### config.mk
export PLATFORM = sky130hd
export DESIGN_NAME = pick_arm_motion_sequencer_core
export DESIGN_NICKNAME = d
export VERILOG_FILES = /design/src/rtl/pams_pkg.sv /design/src/rtl/pams_cfg.sv /design/src/rtl/pams_step.sv /design/src/rtl/pick_arm_motion_sequencer_core.sv
export SDC_FILE = /design/constraint.sdc
export NUM_CORES = 1
export LEC_CHECK = 0
export BUFFER_PORTS_ARGS = -buffer_cell sky130_fd_sc_hd__buf_2
export CAP_MARGIN = 20
export CORE_MARGIN = 4
export CORE_UTILIZATION = 29
export CTS_CLUSTER_DIAMETER = 80
export DETAILED_ROUTE_END_ITERATION = 12
export GPL_TIMING_DRIVEN = 1
export SLEW_MARGIN = 15
export SYNTH_ARGS = -nofsm -noshare
export SYNTH_HDL_FRONTEND = slang
export SYNTH_SLANG_ARGS = --single-unit
### constraint.sdc
create_clock -name clk_i -period 10 [get_ports clk_i]
set_input_delay 1 -clock clk_i [delete_from_list [all_inputs] [get_ports clk_i]]
set_output_delay 1 -clock clk_i [all_outputs]
set_load 0.02 [all_outputs]
### src/rtl/pams_pkg.sv
// ---------------------------------------------------------------------------
// Pick arm motion sequencer package
// Shared types, constants and helper functions for the sequencer core.
// ---------------------------------------------------------------------------
package pams_pkg;

  localparam int unsigned ServoW  = 11;
  localparam int unsigned PickW   = 8;
  localparam int unsigned TickW   = 11;
  localparam int unsigned ZPwmW   = 15;
  localparam int unsigned PhaseW  = 3;
  localparam int unsigned CfgIdxW = 2;
  localparam int unsigned CfgDatW = 11;

  localparam logic [ServoW-1:0] ServoStep  = 11'd10;
  localparam logic [ServoW-1:0] ServoFull  = 11'd2047;
  localparam logic [TickW-1:0]  ShortLimit = 11'd30;
  localparam logic [ZPwmW-1:0]  ZStopCmp   = 15'd10000;
  localparam logic [ZPwmW-1:0]  ZFwdCmp    = 15'd0;
  localparam logic [ZPwmW-1:0]  ZBackCmp   = 15'd20000;

  localparam logic [ServoW-1:0] ServoMaxRst  = 11'd1600;
  localparam logic [ServoW-1:0] ServoMinRst  = 11'd1400;
  localparam logic [PickW-1:0]  PickTimeRst  = 8'd14;
  localparam logic [ServoW-1:0] ServoRestRst = 11'd1500;

  typedef enum logic [CfgIdxW-1:0] {
    CFG_SERVO_MAX  = 2'd0,
    CFG_SERVO_MIN  = 2'd1,
    CFG_PICK_TIME  = 2'd2,
    CFG_SERVO_REST = 2'd3
  } cfg_idx_e;

  typedef enum logic [1:0] {
    Z_STOP = 2'd0,
    Z_FWD  = 2'd1,
    Z_BACK = 2'd2
  } z_dir_e;

  // Sequence phases, one-hot. The numeric phase shown at the output is
  // derived by phase_code().
  typedef enum logic [5:0] {
    PH_IDLE = 6'b000001,
    PH_FWD  = 6'b000010,
    PH_GRIP = 6'b000100,
    PH_BACK = 6'b001000,
    PH_LIFT = 6'b010000,
    PH_REST = 6'b100000
  } phase_e;

  localparam logic [PhaseW-1:0] PhaseCodeIdle = 3'd0;
  localparam logic [PhaseW-1:0] PhaseCodeFwd  = 3'd2;
  localparam logic [PhaseW-1:0] PhaseCodeGrip = 3'd3;
  localparam logic [PhaseW-1:0] PhaseCodeBack = 3'd4;
  localparam logic [PhaseW-1:0] PhaseCodeLift = 3'd5;
  localparam logic [PhaseW-1:0] PhaseCodeRest = 3'd6;

  typedef struct packed {
    logic [ServoW-1:0] servo_max;
    logic [ServoW-1:0] servo_min;
    logic [PickW-1:0]  pick_time;
    logic [ServoW-1:0] servo_rest;
  } cfg_t;

  typedef struct packed {
    phase_e            phase;
    logic [TickW-1:0]  tick;
    logic [ServoW-1:0] servo;
    z_dir_e            z_dir;
  } seq_state_t;

  typedef struct packed {
    logic [ServoW-1:0] servo_pwm;
    logic [ZPwmW-1:0]  z_pwm;
    logic [1:0]        z_dir;
    logic [PhaseW-1:0] phase;
    logic              busy;
  } result_t;

  function automatic logic [PhaseW-1:0] phase_code(phase_e ph);
    logic [PhaseW-1:0] code;
    case (ph)
      PH_FWD:  code = PhaseCodeFwd;
      PH_GRIP: code = PhaseCodeGrip;
      PH_BACK: code = PhaseCodeBack;
      PH_LIFT: code = PhaseCodeLift;
      PH_REST: code = PhaseCodeRest;
      default: code = PhaseCodeIdle;
    endcase
    return code;
  endfunction

  function automatic logic [ZPwmW-1:0] z_compare(z_dir_e dir);
    logic [ZPwmW-1:0] cmp;
    case (dir)
      Z_FWD:   cmp = ZFwdCmp;
      Z_BACK:  cmp = ZBackCmp;
      default: cmp = ZStopCmp;
    endcase
    return cmp;
  endfunction

endpackage

### src/rtl/pams_cfg.sv
// ---------------------------------------------------------------------------
// Pick arm motion sequencer configuration registers
// Holds the servo bounds, rest value and Z travel unit written by the host.
// ---------------------------------------------------------------------------
module pams_cfg (
  input  logic                          clk_i,
  input  logic                          rst_ni,
  input  logic                          cfg_valid_i,
  output logic                          cfg_ready_o,
  input  logic [pams_pkg::CfgIdxW-1:0]  cfg_index_i,
  input  logic [pams_pkg::CfgDatW-1:0]  cfg_data_i,
  output pams_pkg::cfg_t                cfg_o
);

  pams_pkg::cfg_t cfg_q, cfg_d;

  assign cfg_ready_o = 1'b1;

  always_comb begin
    cfg_d = cfg_q;
    if (cfg_valid_i) begin
      case (pams_pkg::cfg_idx_e'(cfg_index_i))
        pams_pkg::CFG_SERVO_MAX:  cfg_d.servo_max  = cfg_data_i;
        pams_pkg::CFG_SERVO_MIN:  cfg_d.servo_min  = cfg_data_i;
        pams_pkg::CFG_PICK_TIME:  cfg_d.pick_time  = cfg_data_i[pams_pkg::PickW-1:0];
        pams_pkg::CFG_SERVO_REST: cfg_d.servo_rest = cfg_data_i;
        default: ;
      endcase
    end
  end

  always_ff @(posedge clk_i or negedge rst_ni) begin
    if (!rst_ni) begin
      cfg_q.servo_max  <= pams_pkg::ServoMaxRst;
      cfg_q.servo_min  <= pams_pkg::ServoMinRst;
      cfg_q.pick_time  <= pams_pkg::PickTimeRst;
      cfg_q.servo_rest <= pams_pkg::ServoRestRst;
    end else begin
      cfg_q <= cfg_d;
    end
  end

  assign cfg_o = cfg_q;

endmodule

### src/rtl/pams_step.sv
// ---------------------------------------------------------------------------
// Pick arm motion sequencer tick logic
// Computes the next sequence state and the result of one tick.
// ---------------------------------------------------------------------------
module pams_step (
  input  pams_pkg::cfg_t       cfg_i,
  input  pams_pkg::seq_state_t state_i,
  input  logic                 start_i,
  output pams_pkg::seq_state_t state_o,
  output pams_pkg::result_t    res_o
);

  logic [pams_pkg::TickW-1:0]  travel;
  logic [pams_pkg::TickW-1:0]  limit;
  logic [pams_pkg::TickW-1:0]  tick_inc;
  logic                        tick_end;
  logic [pams_pkg::ServoW:0]   up_sum;
  logic [pams_pkg::ServoW-1:0] up_val;
  logic [pams_pkg::ServoW-1:0] down_val;
  logic [pams_pkg::ServoW-1:0] up_bound;
  logic [pams_pkg::ServoW-1:0] down_bound;
  pams_pkg::seq_state_t        nxt;

  // Travel time is pick_time * 5, formed as a shift and add.
  assign travel = {1'b0, cfg_i.pick_time, 2'b00} + {3'b000, cfg_i.pick_time};

  assign limit = (state_i.phase == pams_pkg::PH_FWD || state_i.phase == pams_pkg::PH_BACK)
               ? travel : pams_pkg::ShortLimit;

  assign tick_inc = state_i.tick + 1'b1;
  assign tick_end = tick_inc > limit;

  // Ramp steps are taken only while still on the near side of the bound.
  assign up_bound   = cfg_i.servo_max;
  assign down_bound = (state_i.phase == pams_pkg::PH_REST) ? cfg_i.servo_rest
                                                           : cfg_i.servo_min;
  assign up_sum = {1'b0, state_i.servo} + {1'b0, pams_pkg::ServoStep};
  assign up_val = up_sum[pams_pkg::ServoW] ? pams_pkg::ServoFull
                                           : up_sum[pams_pkg::ServoW-1:0];
  assign down_val = (state_i.servo >= pams_pkg::ServoStep)
                  ? state_i.servo - pams_pkg::ServoStep : '0;

  always_comb begin
    nxt = state_i;
    if (start_i) begin
      nxt.tick  = '0;
      nxt.z_dir = pams_pkg::Z_STOP;
      nxt.servo = cfg_i.servo_rest;
      nxt.phase = pams_pkg::PH_FWD;
    end else begin
      if (state_i.phase != pams_pkg::PH_IDLE) begin
        nxt.tick = tick_end ? '0 : tick_inc;
      end
      case (state_i.phase)
        pams_pkg::PH_FWD: begin
          nxt.z_dir = pams_pkg::Z_FWD;
          if (state_i.servo < up_bound) nxt.servo = up_val;
          if (tick_end) nxt.phase = pams_pkg::PH_GRIP;
        end
        pams_pkg::PH_GRIP: begin
          nxt.z_dir = pams_pkg::Z_STOP;
          if (state_i.servo > down_bound) nxt.servo = down_val;
          if (tick_end) nxt.phase = pams_pkg::PH_BACK;
        end
        pams_pkg::PH_BACK: begin
          nxt.z_dir = pams_pkg::Z_BACK;
          if (tick_end) nxt.phase = pams_pkg::PH_LIFT;
        end
        pams_pkg::PH_LIFT: begin
          nxt.z_dir = pams_pkg::Z_STOP;
          if (state_i.servo < up_bound) nxt.servo = up_val;
          if (tick_end) nxt.phase = pams_pkg::PH_REST;
        end
        pams_pkg::PH_REST: begin
          if (tick_end) begin
            nxt.z_dir = pams_pkg::Z_STOP;
            nxt.servo = cfg_i.servo_rest;
            nxt.phase = pams_pkg::PH_IDLE;
          end else if (state_i.servo > down_bound) begin
            nxt.servo = down_val;
          end
        end
        default: ;
      endcase
    end
  end

  assign state_o = nxt;

  assign res_o.servo_pwm = nxt.servo;
  assign res_o.z_pwm     = pams_pkg::z_compare(nxt.z_dir);
  assign res_o.z_dir     = nxt.z_dir;
  assign res_o.phase     = pams_pkg::phase_code(nxt.phase);
  assign res_o.busy      = nxt.phase != pams_pkg::PH_IDLE;

endmodule

### src/rtl/pick_arm_motion_sequencer_core.sv
// ---------------------------------------------------------------------------
// Pick arm motion sequencer core
// Steps the Z axis and gripper servo through a pick sequence, one tick per item.
// ---------------------------------------------------------------------------
// Each input item is one tick; start_pick_i set in an item starts or restarts
// the pick sequence. Every item yields exactly one result item carrying the
// servo compare, the Z compare and direction, the phase and a busy flag, all
// taken after that tick's update.
// The input item is captured in an input register, and the tick logic then
// loads the result register from it once the result register is free.
// One item is accepted per cycle as long as results are taken.
// When the receiver stalls, the result register holds its item and the input
// register holds one more; only then does in_ready_o drop. The sequence state
// advances only as an item moves into the result register.
// The configuration port always accepts writes and should only be written
// while no item is in flight. Reset restores the default bounds (max 1600,
// min 1400, rest 1500, pick time 14), puts the sequence idle with the servo
// at 1500 and Z stopped, and empties both registers.
// ---------------------------------------------------------------------------
module pick_arm_motion_sequencer_core (
  input  logic                          clk_i,
  input  logic                          rst_ni,
  input  logic                          in_valid_i,
  output logic                          in_ready_o,
  input  logic                          start_pick_i,
  output logic                          out_valid_o,
  input  logic                          out_ready_i,
  output logic [pams_pkg::ServoW-1:0]   servo_pwm_o,
  output logic [pams_pkg::ZPwmW-1:0]    z_pwm_o,
  output logic [1:0]                    z_dir_o,
  output logic [pams_pkg::PhaseW-1:0]   phase_o,
  output logic                          busy_res_o,
  input  logic                          cfg_valid_i,
  output logic                          cfg_ready_o,
  input  logic [pams_pkg::CfgIdxW-1:0]  cfg_index_i,
  input  logic [pams_pkg::CfgDatW-1:0]  cfg_data_i
);

  pams_pkg::cfg_t       cfg;
  pams_pkg::seq_state_t state_q, state_d;
  pams_pkg::result_t    res_q, res_d;
  logic                 in_valid_q, in_valid_d;
  logic                 start_q;
  logic                 out_valid_q, out_valid_d;
  logic                 advance;

  pams_cfg u_cfg (
    .clk_i       (clk_i),
    .rst_ni      (rst_ni),
    .cfg_valid_i (cfg_valid_i),
    .cfg_ready_o (cfg_ready_o),
    .cfg_index_i (cfg_index_i),
    .cfg_data_i  (cfg_data_i),
    .cfg_o       (cfg)
  );

  pams_step u_step (
    .cfg_i   (cfg),
    .state_i (state_q),
    .start_i (start_q),
    .state_o (state_d),
    .res_o   (res_d)
  );

  assign advance    = in_valid_q && (!out_valid_q || out_ready_i);
  assign in_ready_o = !in_valid_q || advance;

  always_comb begin
    in_valid_d = in_valid_q;
    if (in_valid_i && in_ready_o) begin
      in_valid_d = 1'b1;
    end else if (advance) begin
      in_valid_d = 1'b0;
    end
    out_valid_d = out_valid_q;
    if (advance) begin
      out_valid_d = 1'b1;
    end else if (out_ready_i) begin
      out_valid_d = 1'b0;
    end
  end

  always_ff @(posedge clk_i or negedge rst_ni) begin
    if (!rst_ni) begin
      in_valid_q    <= 1'b0;
      out_valid_q   <= 1'b0;
      state_q.phase <= pams_pkg::PH_IDLE;
      state_q.tick  <= '0;
      state_q.servo <= pams_pkg::ServoRestRst;
      state_q.z_dir <= pams_pkg::Z_STOP;
    end else begin
      in_valid_q  <= in_valid_d;
      out_valid_q <= out_valid_d;
      if (advance) begin
        state_q <= state_d;
      end
    end
  end

  always_ff @(posedge clk_i) begin
    if (in_valid_i && in_ready_o) begin
      start_q <= start_pick_i;
    end
    if (advance) begin
      res_q <= res_d;
    end
  end

  assign out_valid_o = out_valid_q;
  assign servo_pwm_o = res_q.servo_pwm;
  assign z_pwm_o     = res_q.z_pwm;
  assign z_dir_o     = res_q.z_dir;
  assign phase_o     = res_q.phase;
  assign busy_res_o  = res_q.busy;

endmodule

---- After elaboration in Yosys (flattened, before gate mapping) ----
Cells that the tools add are included.
word-level totals
  register bits ........................... 106
  output and inout port bits .............. 35
  logic and storage cells ................. 84
cells by class
  $add $sub $neg .......................... 4
  $lt $le $gt $ge ......................... 4
  equality and inequality tests ........... 17
  multiplexer cells ....................... 25
  reduce and logical (&&, ||, !) cells .... 18
operators by type and width
  operator               count
  $mux 11                9
  $pmux 11 s3            1
  $mux 30                1
  $mux 6                 5
  $pmux 15 s2            1
  $pmux 6 s5             1
  $gt 11x11->1           2
  $pmux 3 s5             1
  $add 11x4->12 const B  1
  $eq 6x2->1 const B     2
  $eq 6x3->1 const B     2
  $eq 6x4->1 const B     2
  $eq 6x5->1 const B     2
  $eq 6x6->1 const B     2
  $ne 6x1->1 const B     2
  $add 10x8->11          1
  $add 11x1->11 const B  1
  $ge 11x4->1 const B    1
  $lt 11x11->1           1
  $sub 11x4->11 const B  1
  $reduce_and 2->1       5
  $pmux 2 s4             1
  $eq 2x2->1 const B     3
  $reduce_bool 2->1      3
  other kinds (8)        17

---- Logic depth before layout (Yosys ltp) ----
  depth after elaboration ................. 9
  gate-level depth with buffers ........... 23
  gate-level depth less buffers ........... 22

---- By module ----
A second synthesis with hierarchy kept.
second synthesis, totals
  cells, all modules ...................... 661
  area total of the unflattened synthesis .. 7215.7 sq um
by module, submodules not included
  module                          instances  cells an instance  area an instance (sq um)  sequential area each (sq um)
  pams_step                       1          465                3261.9                    0.0
  pick_arm_motion_sequencer_core  1          105                2337.2                    1801.7
  pams_cfg                        1          91                 1616.6                    1049.8

---- Least setup slack after synthesis ----
OpenSTA, ideal clock, no wires.
  kind .................................... flip-flop to flip-flop
  start ................................... register u_cfg.cfg_q, in the netlist u_cfg.cfg_o[12]
  end ..................................... register res_q, in the netlist z_pwm_o[13], data pin
  data arrival time ....................... 3.935 ns
  data required time ...................... 9.739 ns
  path slack .............................. 5.804 ns
  cell stages (with the launch flop) ...... 22
  buffers on the path ..................... 1
  path through ............................ dfstp_2 > ha_1 > a21o_1 > a21oi_1 > o21bai_1 > a21oi_1 > nor2b_1 > o21ai_0 > xnor2_1 > nand2_1 > ha_1 > nand3_1 > nor3_1 > a221o_1 > o21ai_4 > nor3_2 > buf_2 > a21oi_1 > nand2_1 > a21oi_1 > inv_1 > ha_1
RTL lines
  item                      RTL line                               source
  start: declaration        pams_cfg.sv:15                         pams_pkg::cfg_t cfg_q, cfg_d;
  start signal: assignment  pams_cfg.sv:39                         cfg_q <= cfg_d;
  end signal: assignment    pick_arm_motion_sequencer_core.sv:105  res_q <= res_d;
  end: declaration          pick_arm_motion_sequencer_core.sv:41   pams_pkg::result_t res_q, res_d;

==> metrics.md <==
| Metric | Value |
|---|---|
| Avg Inst Size Synth | ~9.5 um^2 |
| WS Path Type | flop to flop |
| Initial Util | between 20% and 30% |
| Routed Antenna Nets | 0 |
| Synth unique cells | 75 |
| Power share of the combinational group | a little under two fifths |
| Setup crit end kind | flop |
| Reg area | roughly 0.0025 mm^2 |
| Hold Crit Endpoint | out_valid_o$_DFFE_PN0P_ |
| Cts repair resizes | 0 |
| Final Hold Vio Count | 0 |
| Residual DRC count | 0 |
| Dominant synthesized flop cell | dfrtp_1 |
| RR Endpoint | busy_res_o$_DFFE_PP_ |
| FF-to-FF Start | u_cfg.cfg_o[14]$_DFFE_PN1P_ |
| Vias in the first global route | approximately 5000 |
| FF-to-FF setup slack | approximately 5 ns |
| Largest net degree at the start of global routing | 74 |
| Clk sink count | 94 |
| Die H | 156 um |
| Layout cells sized above 1 | about a fifth |
| Final min period | around 4.9 ns |
| TNS Setup | 0 ns |
| Number of synthesized flops with an enable pin | 21 |
| Status | complete, no violations |
| Crit path DAT | a little under 5 ns |
| CTS max path bufs | 2 |
| Hold Startpoint | in_valid_q$_DFFE_PN0P_ |
| Hold Worst Slack | 0.489 ns |
| # Post-CTS Setup Buffers | 0 |
| Worst-Skew Late Latency | between 0.3 and 0.4 ns |
| Total grt overflow | 0 |
| Worst Path Max Fanout | 17 |
| Hold Path Stages | 1 |
| Internal power | between 900 and 1000 uW |
| Site Rows | 53 |
| MaxCap Viol Count | 0 |
| Hpwl dp | roughly 11000 um |
| Relative slew margins | 27.4% |
| Core Util, Final | about a third |
| DRT iter0 DRCs | between 500 and 600 |
| Full die area | roughly 0.024 mm^2 |
| CTS Hold Bufs | 0 |
| Die Width | about 160 um |
| Commonest cells in the netlist | nand2_1, nor2_1, dfrtp_1, ha_1, a21oi_1 |
| Total GRT Usage | about 13% |
| Core Area | ~0.021 mm^2 |
| VDD IR max | around 0.08 mV |
| WP data required | 10.09 ns |
| Boundary pin count | between 50 and 60 |
| Slew at the pin closest to its max-slew limit | between 1 and 1.5 ns |
| Final Instance Count excl. Fillers | roughly 960 |
| FFs w/ async S/R, synth | 77.7% |
| Reg2reg path depth | 17 |
| Leading area contributor after synthesis | dfrtp_1 |
| Skew final | around 0.0094 ns |
| FMAX | slightly above 0.2 GHz |
| RD Place Congestion | just under 0.9 |
| CTS Buf Count | 9 |
| Switching Fraction | 38.2% |
| Antenna Cells | 0 |
| Post-layout nets | approximately 750 |
| Final WL | about 15000 um |
| Pwr Total | about 1600 uW |
| Total power per unit cell area | around 220 mW/mm^2 |
| DR vias/cell | approximately 5.3 |
| Area share of the largest cell type after synthesis | between 10% and 20% |
| Post-synthesis sequential area ratio | 39.4% |
| Multi-input logic area | approximately 0.0035 mm^2 |
| Max Slew Vio Count | 0 |
| Synth warn | 0 |
| NetSw | roughly 590 uW |
| Worst-path clk slew | ~0.070 ns |
| Fill count | between 2000 and 2500 |
| Count of final setup violators | 0 |
| RSZ-0062 raised after global routing | no |
| CTS tree | done |
| Startpoint types | flop |
| Syn-to-layout area delta | 11.5% |
| Clock share of power | roughly 25% |
| Seq pwr share | a little under two fifths |
| Hold Path Class | flop to flop |
| Vias after detailed routing | 5062 |
| Routed wire per std cell | 15.8 um |
| Pleak | roughly 0.0030 uW |
| IO buf count | 45 |
| DP Cell Count | approximately 950 |
| CTS root buf | clkbuf_16 |
| First-pass GRT wire length | between 20000 and 30000 um |
| Cells after synthesis | about 670 |
| Most instantiated library cell after synthesis | nand2_1 |
| Initial antenna violation count | 0 |
| Synth Register Bits | 94 |
| Crit share post-route | roughly half |
| Post-Synthesis Cell Area | 0.00632 mm^2 |
| Synth top area cells | dfrtp_1, dfstp_2, edfxtp_1, ha_1, mux2_2 |
| Drt first pass iters | 5 |
| H-tree depth | 3 |
==> critical path, cell delays in order, from the launching register on <==
cell and delay (ns):
dfstp_2 0.57, ha_1 0.23, a21o_1 0.15, a21oi_1 0.22
o21bai_1 0.09, a21oi_1 0.23, nor2b_1 0.07, o21ai_0 0.18
xnor2_1 0.14, nand2_1 0.07, ha_1 0.30, nand3_1 0.10
nor3_1 0.26, a221o_1 0.27, o21ai_4 0.18, nor2_1 0.87
nor2_1 0.16, or4_1 0.50
==> registers in the layout, summed over array words and instances, names as in the netlist, 2 cells and up <==
register and flops:
z_dir_o 2, u_cfg.cfg_o 41, servo_pwm_o 11, z_pwm_o 3, state_q 30, phase_o 3
==> placed cells by master, fill, tap and decap left out, types with 21 or more instances in the layout <==
master and instances:
o21ai_0 34, buf_2 44, dfrtp_1 46, inv_1 25, mux2_2 37, dfstp_2 27, ha_1 43, nor2_1 51
edfxtp_1 21, nand2_1 69, a21oi_1 40
==> power by group through the flow <==
stage	registers (uW)	logic (uW)	clock network, uW
6_report	583	575	392
5_1_grt	594	652	416
4_1_cts	579	576	402
3_5_place_dp	585	571	0
3_3_place_gp	584	562	0
2_1_floorplan	548	464	0
==> metal layers <==
metal | GRT usage (%) | vias to the layer above | wire [um]
li1 | - | 2451 | -
met1 | 18.2 | 2434 | 7380
met2 | 19.7 | 160 | 6580
met3 | 3.02 | 17 | 1030
met4 | 3.83 | 0 | 245
met5 | 0 | - | 0
==> kinds of logic (layout without fill, tap and decap cells) <==
kind of cell | count (synthesis) | after routing | share of synthesized area (%)
compound gates | 169 | 169 | 18.2
fa+ha+maj | 44 | 44 | 8.83
mux | 48 | 48 | 8.33
xor+xnor | 24 | 24 | 3.33
buf+inv | 71 | 89 | 5.29
other cells | 2 | 8 | 0.119
simple gates | 213 | 213 | 16.5
flops | 94 | 94 | 39.4
==> layout make-up <==
class                      instances  area share, %
sequential                        94           35.4
clock buffer                      11           3.91
multi-input combinational        506           50.0
timing repair buffer              48           3.55
clock inverter                     5          0.959
tap                              275           4.88
inverter                          25           1.33
==> how the worst max path moves through the flow <==
| stage | start | endpoint | slack, ns |
|---|---|---|---|
| floorplan | u_cfg.cfg_o[12]$_DFFE_PN1P_ | z_pwm_o[13]$_DFFE_PP_ | 5.80 |
| global placement | u_cfg.cfg_o[12]$_DFFE_PN1P_ | busy_res_o$_DFFE_PP_ | 5.19 |
| detailed placement | u_cfg.cfg_o[14]$_DFFE_PN1P_ | busy_res_o$_DFFE_PP_ | 5.17 |
| CTS | u_cfg.cfg_o[14]$_DFFE_PN1P_ | busy_res_o$_DFFE_PP_ | 5.16 |
| global route | u_cfg.cfg_o[12]$_DFFE_PN1P_ | phase_o[1]$_DFFE_PP_ | 4.54 |
| finish | u_cfg.cfg_o[14]$_DFFE_PN1P_ | busy_res_o$_DFFE_PP_ | 5.14 |
==> per-stage QoR <==
step	setup slack (ns)	cell area, um^2
after CTS	5.16	7050
after global placement	5.19	6700
after global routing	4.54	7050
final	5.14	7050
after floorplan	5.80	6340
after detailed placement	5.17	6700
Note: power is estimated with default switching activity, not from simulation.
